File: config.mk
export PLATFORM = sky130hd
export DESIGN_NAME = touch_swipe_volume_gesture
export DESIGN_NICKNAME = d
export VERILOG_FILES = /design/src/rtl/tsv_pkg.sv /design/src/rtl/touch_swipe_volume_gesture.sv /design/src/rtl/tsv_core.sv
export SDC_FILE = /design/constraint.sdc
export NUM_CORES = 1
export LEC_CHECK = 0
export ABC_AREA = 1
export BUFFER_PORTS_ARGS = -buffer_cell sky130_fd_sc_hd__buf_2
export CAP_MARGIN = 20
export CORE_MARGIN = 2
export CORE_UTILIZATION = 50
export DETAILED_ROUTE_END_ITERATION = 6
export PLACE_DENSITY = 0.68
export SYNTH_ARGS = -nofsm -noshare
export SYNTH_HDL_FRONTEND = slang
export SYNTH_SLANG_ARGS = --single-unit
File: constraint.sdc
create_clock -name clk -period 14.5 [get_ports clk]
set_input_delay 2.175 -clock clk [delete_from_list [all_inputs] [get_ports clk]]
set_output_delay 2.175 -clock clk [all_outputs]
set_load 0.05 [all_outputs]
File: src/rtl/tsv_pkg.sv
package tsv_pkg;

  localparam int          SCREEN_HEIGHT_DEF = 240;
  localparam logic [7:0]  THRESH_RESET      = 8'd8;
  localparam logic [6:0]  VOL_MAX           = 7'd100;
  localparam int          COORD_W           = 10;
  localparam int          VOL_W             = 7;
  localparam int          BAR_W             = 10;
  localparam int          IN_DATA_W         = 32;
  localparam int          OUT_DATA_W        = 24;

  typedef struct packed {
    logic [VOL_W-1:0]   speaker_volume;
    logic [COORD_W-1:0] touch_y;
    logic [COORD_W-1:0] touch_x;
    logic               pressed;
  } sample_t;

  typedef struct packed {
    logic [BAR_W-1:0] bar_height;
    logic             overlay_hide;
    logic             overlay_show;
    logic             volume_commit;
    logic [VOL_W-1:0] volume;
    logic             volume_changed;
  } result_t;

  typedef struct packed {
    logic               was_pressed;
    logic               tracking;
    logic               gesture_active;
    logic [COORD_W-1:0] start_x;
    logic [COORD_W-1:0] start_y;
    logic [VOL_W-1:0]   start_level;
    logic [VOL_W-1:0]   current_level;
  } gest_state_t;

endpackage

File: src/rtl/touch_swipe_volume_gesture.sv
// channel   | direction | handshake            | payload
// in_       | input     | in_tvalid/in_tready  | touch sample, 28 bits in in_tdata
// out_      | output    | out_tvalid/out_tready| one result word, 21 bits in out_tdata
// cfg_      | input     | cfg_wr_en            | activation threshold, 8 bits
//
// one word per cycle while out_tready is high; each sample is finished in the cycle
// it is accepted and its result sits in the output register from the next cycle on
// in_tready drops only while the output register holds a word not yet taken
// the volume scaling is one constant multiply, the bar height a constant table
// synchronous active-low reset clears the gesture state, threshold goes to 8
module touch_swipe_volume_gesture
  import tsv_pkg::*;
#(
  parameter int SCREEN_HEIGHT = SCREEN_HEIGHT_DEF
) (
  input  logic                  clk,
  input  logic                  rst_n,
  input  logic                  in_tvalid,
  output logic                  in_tready,
  // pressed, touch_x, touch_y, speaker_volume, zero pad
  input  logic [IN_DATA_W-1:0]  in_tdata,
  output logic                  out_tvalid,
  input  logic                  out_tready,
  // volume_changed, volume, volume_commit, overlay_show, overlay_hide, bar_height, zero pad
  output logic [OUT_DATA_W-1:0] out_tdata,
  input  logic                  cfg_wr_en,
  input  logic [7:0]            cfg_wr_data
);

  gest_state_t st_r;
  gest_state_t st_nxt;
  result_t     res_nxt;
  result_t     res_r;
  sample_t     smp;
  logic        out_valid_r;
  logic [7:0]  thresh_r;
  logic        in_acc;

  assign smp       = sample_t'(in_tdata[$bits(sample_t)-1:0]);
  assign in_tready = !out_valid_r || out_tready;
  assign in_acc    = in_tvalid && in_tready;

  tsv_core #(
    .SCREEN_HEIGHT(SCREEN_HEIGHT)
  ) u_core (
    .st     (st_r),
    .smp    (smp),
    .thresh (thresh_r),
    .st_nxt (st_nxt),
    .res    (res_nxt)
  );

  always_ff @(posedge clk) begin
    if (!rst_n) begin
      st_r        <= '0;
      out_valid_r <= 1'b0;
      thresh_r    <= THRESH_RESET;
    end else begin
      if (cfg_wr_en) begin
        thresh_r <= cfg_wr_data;
      end
      if (in_acc) begin
        st_r        <= st_nxt;
        out_valid_r <= 1'b1;
      end else if (out_tready) begin
        out_valid_r <= 1'b0;
      end
    end
  end

  always_ff @(posedge clk) begin
    if (in_acc) begin
      res_r <= res_nxt;
    end
  end

  assign out_tvalid = out_valid_r;
  assign out_tdata  = {(OUT_DATA_W - $bits(result_t))'(0), res_r};

  a_vol_range: assert property (@(posedge clk) disable iff (!rst_n)
    out_tvalid |-> res_r.volume <= VOL_MAX)
    else $error("volume out of range");

  a_commit_hide: assert property (@(posedge clk) disable iff (!rst_n)
    out_tvalid && res_r.volume_commit |-> res_r.overlay_hide)
    else $error("commit without hide");

  a_show_sets_active: assert property (@(posedge clk) disable iff (!rst_n)
    in_acc && res_nxt.overlay_show |=> st_r.gesture_active)
    else $error("show did not activate gesture");

  a_active_tracking: assert property (@(posedge clk) disable iff (!rst_n)
    st_r.gesture_active |-> st_r.tracking)
    else $error("active gesture without tracking");

  a_change_vol: assert property (@(posedge clk) disable iff (!rst_n)
    in_acc && res_nxt.volume_changed |=> st_r.current_level == $past(res_nxt.volume))
    else $error("changed volume not stored");

endmodule

File: src/rtl/tsv_core.sv
module tsv_core
  import tsv_pkg::*;
#(
  parameter int SCREEN_HEIGHT = SCREEN_HEIGHT_DEF
) (
  input  gest_state_t st,
  input  sample_t     smp,
  input  logic [7:0]  thresh,
  output gest_state_t st_nxt,
  output result_t     res
);

  // floor(100*a/H) as a*K >> SHIFT, exact for 100*a below 2**17
  localparam int             SHIFT = 17 + $clog2(SCREEN_HEIGHT);
  localparam longint         RECIP = ((longint'(1) << SHIFT) + SCREEN_HEIGHT - 1) / SCREEN_HEIGHT;
  localparam longint         K_MUL = 100 * RECIP;
  localparam int             KW    = $clog2(K_MUL + 1);
  localparam int             PW    = COORD_W + KW;
  localparam int             QW    = $clog2((100 * 1023) / SCREEN_HEIGHT + 1);

  logic [BAR_W-1:0]     bar_lut [0:(1 << VOL_W) - 1];
  logic signed [COORD_W:0] dy;
  logic signed [COORD_W:0] dx;
  logic [COORD_W-1:0]   ady;
  logic [COORD_W-1:0]   adx;
  logic [PW-1:0]        prod;
  logic [QW-1:0]        q;
  logic [QW-1:0]        sl_ext;
  logic [QW:0]          sum;
  logic [VOL_W-1:0]     target;
  logic [VOL_W-1:0]     sv_sat;
  logic                 go;

  for (genvar i = 0; i < (1 << VOL_W); i++) begin : g_bar
    localparam int BAR = (i * SCREEN_HEIGHT) / 100;
    assign bar_lut[i] = BAR_W'(BAR);
  end

  assign dy  = $signed({1'b0, st.start_y}) - $signed({1'b0, smp.touch_y});
  assign dx  = $signed({1'b0, smp.touch_x}) - $signed({1'b0, st.start_x});
  assign ady = dy[COORD_W] ? COORD_W'(-dy) : dy[COORD_W-1:0];
  assign adx = dx[COORD_W] ? COORD_W'(-dx) : dx[COORD_W-1:0];

  assign prod   = PW'(ady) * PW'(K_MUL);
  assign q      = QW'(prod >> SHIFT);
  assign sl_ext = QW'(st.start_level);
  assign sum    = (QW + 1)'(sl_ext) + (QW + 1)'(q);
  assign sv_sat = (smp.speaker_volume > VOL_MAX) ? VOL_MAX : smp.speaker_volume;

  // truncation toward zero: scale the magnitude, then apply the sign
  always_comb begin
    if (dy[COORD_W]) begin
      target = (q >= sl_ext) ? '0 : VOL_W'(sl_ext - q);
    end else begin
      target = (sum > (QW + 1)'(VOL_MAX)) ? VOL_MAX : VOL_W'(sum);
    end
  end

  always_comb begin
    st_nxt             = st;
    res                = '0;
    go                 = 1'b0;
    st_nxt.was_pressed = smp.pressed;
    if (smp.pressed && !st.was_pressed) begin
      st_nxt.start_x        = smp.touch_x;
      st_nxt.start_y        = smp.touch_y;
      st_nxt.start_level    = sv_sat;
      st_nxt.current_level  = sv_sat;
      st_nxt.tracking       = 1'b1;
      st_nxt.gesture_active = 1'b0;
    end else if (smp.pressed && st.tracking) begin
      go = st.gesture_active || (ady >= COORD_W'(thresh) && ady >= adx);
      if (!st.gesture_active && go) begin
        st_nxt.gesture_active = 1'b1;
        res.overlay_show      = 1'b1;
      end
      if (go && target != st.current_level) begin
        st_nxt.current_level = target;
        res.volume_changed   = 1'b1;
      end
    end else if (!smp.pressed && st.was_pressed) begin
      res.volume_commit     = st.tracking && st.gesture_active;
      res.overlay_hide      = st.gesture_active;
      st_nxt.tracking       = 1'b0;
      st_nxt.gesture_active = 1'b0;
    end
    res.volume     = st_nxt.current_level;
    res.bar_height = bar_lut[st_nxt.current_level];
  end

endmodule
Yosys cells after proc, flatten, opt, wreduce, memory -nomap -nowiden
Memory sizes are Yosys's and may differ from the RTL's. A register that Yosys moved wholly into a read port is not among the register bits.
Cells that the tools add are included.
{"block": "totals", "output_inout_bits": 26, "romBits": 1280, "mem_count": 1, "register_bits": 57}
{"block": "op_classes", "muxes": 18, "eq_ne": 3, "mul": 1, "bitwise": 3, "add_sub_neg": 6, "reduce_logical": 22, "n_lt_le_gt_ge": 5}
{"memory": "(name not given)", "depth": 128, "word_bits": 10, "rd": 1, "rd_ports_with_merged_regs": 1, "write_ports": 0, "line": "tsv_core.sv:88", "rtl": "res.bar_height = bar_lut[st_nxt.current_level];"}
{"cell": "7-bit two-way mux", "count": 7}
{"cell": "10-bit by 22-bit multiplier with 32-bit output, second input constant", "count": 1}
{"cell": "10-bit by 10-bit subtractor with 11-bit output", "count": 2}
{"cell": "10-bit two-way mux", "count": 2}
{"cell": "10-bit negator", "count": 2}
{"cell": "7-bit by 9-bit adder with 10-bit output", "count": 1}
{"cell": "10-bit >= comparator", "count": 1}
{"cell": "10-bit by 8-bit >= comparator with 1-bit output", "count": 1}
{"cell": "10-bit by 7-bit greater-than comparator with 1-bit output, second input constant", "count": 1}
{"cell": "9-bit by 7-bit >= comparator with 1-bit output", "count": 1}
{"cell": "1-bit logical AND", "count": 8}
{"cell": "7-bit inverter with 8-bit output", "count": 1}
{"cell": "7-bit greater-than comparator, second input constant", "count": 1}
{"cell": "1-bit two-way mux", "count": 7}
{"cell": "7-bit inequality test", "count": 1}
{"cell": "7-bit subtractor", "count": 1}
{"cell": "3-bit AND reduction", "count": 2}
{"cell": "1-bit logical NOT", "count": 4}
{"cell": "2-bit two-way mux", "count": 2}
{"cell": "2-bit nonzero test", "count": 2}
{"cell": "3-bit by 2-bit inequality test with 1-bit output, second input constant", "count": 1}
{"cell": "3-bit nonzero test", "count": 1}
{"cell": "3-bit OR reduction", "count": 1}
{"cell": "1-bit logical OR", "count": 2}
{"cell": "4 further kinds", "count": 5}

Depth between registers and ports, before layout
{"block": "logic_depth", "word_depth": 14, "ltp_mapped": 69}

By module
From an unflattened synthesis, not the netlist that was laid out.
{"block": "unflattened", "cells_unflattened": 1575, "hier_area_um2": 10651.5}
{"module": "tsv_core", "cells_each": 1268, "instances": 1, "area_per_inst_um2": 8031.5}
{"module": "touch_swipe_volume_gesture", "cells_each": 307, "instances": 1, "area_per_inst_um2": 2620.0}

Worst setup path before layout
Ideal clock, no wire load.
{"block": "synth_timing", "path_kind": "input to register", "start": "input in_tdata[19]", "end": "register, netlist name out_tdata[14]", "stages": 60, "t_arrival_ps": 11187, "setup_slack_ps": 3061, "path_cell_list": "inv_1 ha_1 nand2_1 inv_1 a21oi_1 nand3_2 inv_1 clkbuf_1 nand2_1 xor2_1 ha_1 inv_1 fa_1 fa_1 fa_1 inv_1 fa_1 ha_1 [24 not listed] nand3_1 nor2_2 nand2_4 nand2_8 nand2_1 nand2_1 nand2_1 nand2_1 ha_1 inv_1 nand2_4 nand2_1 nand2_1 nor2_1 a21oi_1 nand2_1 nand2_1 nand2_1"}
{"element": "from (decl)", "line": "touch_swipe_volume_gesture.sv:21", "rtl": "input logic [IN_DATA_W-1:0] in_tdata,"}

Final worst setup path
{"block": "layout_timing", "start": "input in_tdata[11]", "end": "register, netlist name out_tdata[11]"}
{"block": "layout_between", "elab_chain_cells": 14}
{"element": "10-bit by 10-bit subtractor with 11-bit output *", "line": "tsv_core.sv:39", "rtl": "assign dy = $signed({1'b0, st.start_y}) - $signed({1'b0, smp.touch_y});"}
{"element": "10-bit negator", "line": "tsv_core.sv:41", "rtl": "assign ady = dy[COORD_W] ? COORD_W'(-dy) : dy[COORD_W-1:0];"}
{"element": "10-bit two-way mux", "line": "tsv_core.sv:41"}
{"element": "10-bit by 22-bit multiplier with 32-bit output", "line": "tsv_core.sv:44", "rtl": "assign prod = PW'(ady) * PW'(K_MUL);"}
{"element": "7-bit by 9-bit adder with 10-bit output", "line": "tsv_core.sv:47", "rtl": "assign sum = (QW + 1)'(sl_ext) + (QW + 1)'(q);"}
{"element": "10-bit by 7-bit greater-than comparator with 1-bit output", "line": "tsv_core.sv:55", "rtl": "target = (sum > (QW + 1)'(VOL_MAX)) ? VOL_MAX : VOL_W'(sum);"}
{"element": "7-bit two-way mux", "line": "tsv_core.sv:55"}
{"element": "7-bit two-way mux", "line": "tsv_core.sv:52", "rtl": "if (dy[COORD_W]) begin"}
{"element": "7-bit inequality test", "line": "tsv_core.sv:77", "rtl": "if (go && target != st.current_level) begin"}
{"element": "1-bit logical AND", "line": "tsv_core.sv:77"}
{"element": "7-bit two-way mux *", "line": "tsv_core.sv:77"}
{"element": "7-bit two-way mux *", "line": "tsv_core.sv:71", "rtl": "end else if (smp.pressed && st.tracking) begin"}
{"element": "7-bit two-way mux *", "line": "tsv_core.sv:64", "rtl": "if (smp.pressed && !st.was_pressed) begin"}
{"element": "7-bit inverter with 8-bit output (implied by the code) *", "line": "tsv_core.sv:88"}
Every way passes the cells marked *; elsewhere a longest branch is shown, timed or not.
A chain may end at the register's enable or synchronous reset.

==> flow_metrics.env <==
export IMPL_status="completed"
export IMPL_endpoint_kind="flip-flop"
export IMPL_cts_buffer_depth=2
export IMPL_netlist_instances=1413
export IMPL_hp_start="st_r[28]"
export IMPL_drv_cap=0
export IMPL_max_stage_delay_ns=0.79
export IMPL_fmax_mhz=76.7
export IMPL_critical_path_top_delay_family="adder cells"
export IMPL_gp_congestion=0.889
export IMPL_postCtsSetupBuffers=0
export IMPL_clock_skew_ns=0.00888
export IMPL_required_ns=14.60
export IMPL_max_slew_margin_rel_pct=39.6
export IMPL_yosys_cell_types_count=59
export IMPL_r2r_end="out_tdata[11]"
export IMPL_synthDominantCellAreaShare_pct=19.5
export IMPL_synth_main_ff_cell="dfxtp_1"
export IMPL_grt_overflow=0
export IMPL_fillers=1917
export IMPL_drive_above_1_share_pct=10.0
export IMPL_grt_max_degree=41
export IMPL_io_buffers=62
export IMPL_clkTransAtPathRegs_ns=0.06
export IMPL_rsz0062_at_grt="false"
export IMPL_numCtsBuffers=9
export IMPL_ios=71
export IMPL_drc=0
export IMPL_synthesis_area_um2=10000
export IMPL_final_period_utilization_pct=89.9
export IMPL_r2r_setup_slack_ns=3.06
export IMPL_slowest_stage="ha_1"
export IMPL_setup_viol=0
export IMPL_crit_arrival_ns=13.13
export IMPL_routed_via_density=5.21
export IMPL_yosysSeqAreaShare_pct=15.2
export IMPL_cts_resized=0
export IMPL_coreArea_um2=19600
export IMPL_final_net_count=1718
export IMPL_hpwl_um=19400
export IMPL_antenna_found_initial=0
export IMPL_die_area_um2=21200
export IMPL_tightestPinTransition_ns=0.907
export IMPL_cts_htree_levels=3
export IMPL_async_reset_ff_share_pct=0
export IMPL_first_iter_violations=496
export IMPL_wl_um=23200
export IMPL_layout_commonest_cell="nand2_1"
export IMPL_ctsHoldBuffers=0
export IMPL_syn_avg_cell_area_um2=7.09
export IMPL_hold_depth=2
export IMPL_grt_pass1_vias=8422
export IMPL_worstSetupPathType="in2reg"
export IMPL_cp_num_buf_inv=8
export IMPL_clock_latency_ns=0.35
export IMPL_min_to="st_r[28]"
export IMPL_ys_seq_elements=66
export IMPL_r2r_cells=58
export IMPL_root_buffer="clkbuf_16"
export IMPL_dpl_instance_area_um2=10500
export IMPL_tns_ns=0
export IMPL_min_path_type="reg2reg"
export IMPL_cts_tree="yes"
export IMPL_synth_simple_gate_area_share_pct=25.1
export IMPL_synth_compound_gate_area_share_pct=13.4
export IMPL_final_cell_mix="279 x nand2_1, 259 x inv_1, 156 x ha_1, 113 x a21oi_1, 101 x nand3_1"
export IMPL_final_hold_viol_count=0
export IMPL_diodes=0
export IMPL_whs_ns=0.458
export IMPL_die_h_um=146
export IMPL_yosysWarnings=0
export IMPL_min_period_ns=13.03
export IMPL_start_util_pct=51.1
export IMPL_wl_per_cell_um=13.4
export IMPL_drt_first_pass_iters=5
export IMPL_synthToLayoutAreaGrowth_pct=8.46
export IMPL_path_max_fanout=31
export IMPL_yosysTopAreaCell="ha_1"
export IMPL_synthAdderAreaFrac_pct=30.3
export IMPL_synth_top_family_by_area="adder cells"
export IMPL_worstReg2RegStart="st_r[14]"
export IMPL_drv_slew=0
export IMPL_grt_total_usage_pct=22.4
export IMPL_setup_worst_path_start_class="input pin"
export IMPL_grt_pass1_wl_um=39800
export IMPL_ant_nets=0
export IMPL_synth_xor_xnor_area_share_pct=4.02
export IMPL_final_cell_area_um2=10900
export IMPL_synth_mux_area_share_pct=0.0999
export IMPL_cts_sinks=66
export IMPL_die_w_um=146
export IMPL_synth_edff_count=20
export IMPL_cpMostUsedCell="nand2_1"
export IMPL_yosys_top_cells_area="ha_1 19%, fa_1 11%, nand2_1 10%"
export IMPL_vias=9029
export IMPL_rows=51
## final cells by class
class                           instances  area, um^2  area share, %
Tap cell                              265         332           3.05
Multi-Input combinational cell       1050        7310           67.3
Clock buffer                           11         254           2.34
Inverter                              268        1010           9.26
Sequential cell                        66        1520           14.0
Timing Repair Buffer                   68         375           3.46
Clock inverter                          5        61.3          0.564
## through the flow
step | setup WS, ns | util, % | cells
2_1_floorplan | 3.06 | - | 1416
6_report | 1.47 | 55.5 | 1733
3_3_place_gp | 1.16 | 53.7 | 1716
4_1_cts | 1.45 | 55.3 | 1732
5_1_grt | 0.171 | 55.5 | 1733
3_5_place_dp | 1.12 | 53.7 | 1716
## layer usage
layer | vias to the layer above | global-route usage (%) | wire length, um
li1 | 4672 | - | -
met1 | 4134 | 31.9 | 11500
met2 | 199 | 36.8 | 10400
met3 | 24 | 2.82 | 992
met4 | 0 | 4.41 | 328
met5 | - | 0 | 0
## Yosys cell counts (2+ instances only)
master,n
o21bai_1,6
xor2_1,31
xnor2_1,15
buf_4,5
a21oi_2,2
nand4_1,10
ha_1,156
o221ai_1,2
buf_2,7
nand2_2,17
or2_2,5
nand3_2,6
nand2_1,279
o31ai_1,4
nand3b_1,7
nor2_1,90
nor2_2,5
dfxtp_1,46
nor3_1,11
fa_1,54
o311ai_0,3
nand3_1,101
a21o_1,3
inv_2,8
a21oi_1,113
edfxtp_1,20
o21ai_1,12
nand2_4,10
o211ai_1,7
o21ai_2,4
o21ai_0,68
o22ai_1,2
clkbuf_1,15
buf_6,3
a211oi_1,4
inv_1,259
## kinds of logic after synthesis
group,after synthesis
other,1
xor gates and xnor gates,46
adders and majority gates,210
DFF,66
AOI/OAI and AO/OA,239
muxes,1
buffers and inverters,300
and+or+nand+nor,550
## sequential cells by signal, indices dropped and copies added (netlist names)
register,count
thresh_r,8
out_tdata,20
out_tvalid,1
st_r,37
## how the worst max path moves through the flow
stage	start	end	slack (ns)	cells after the start
after detailed placement	in_tdata[11]	out_tdata[11]	1.12	58
after global routing	in_tdata[11]	out_tdata[15]	0.17	57
final	in_tdata[11]	out_tdata[11]	1.47	58
after floorplan	in_tdata[19]	out_tdata[14]	3.06	60
after global placement	in_tdata[11]	out_tdata[11]	1.16	58
after CTS	in_tdata[11]	out_tdata[11]	1.45	58
## worst reg2reg max path, delay by kind of cell (launching register included)
family / cells / cell delay [ns]
fa+ha+maj: 9 / 4.27
simple gates: 31 / 3.06
compound gates: 8 / 1.65
xor+xnor: 2 / 1.05
buf+inv: 8 / 0.85
flops: 1 / 0.30
Power is left out: the tool's default activity adds up to more than one toggle a clock period on the data nets, which glitch-free logic cannot reach.
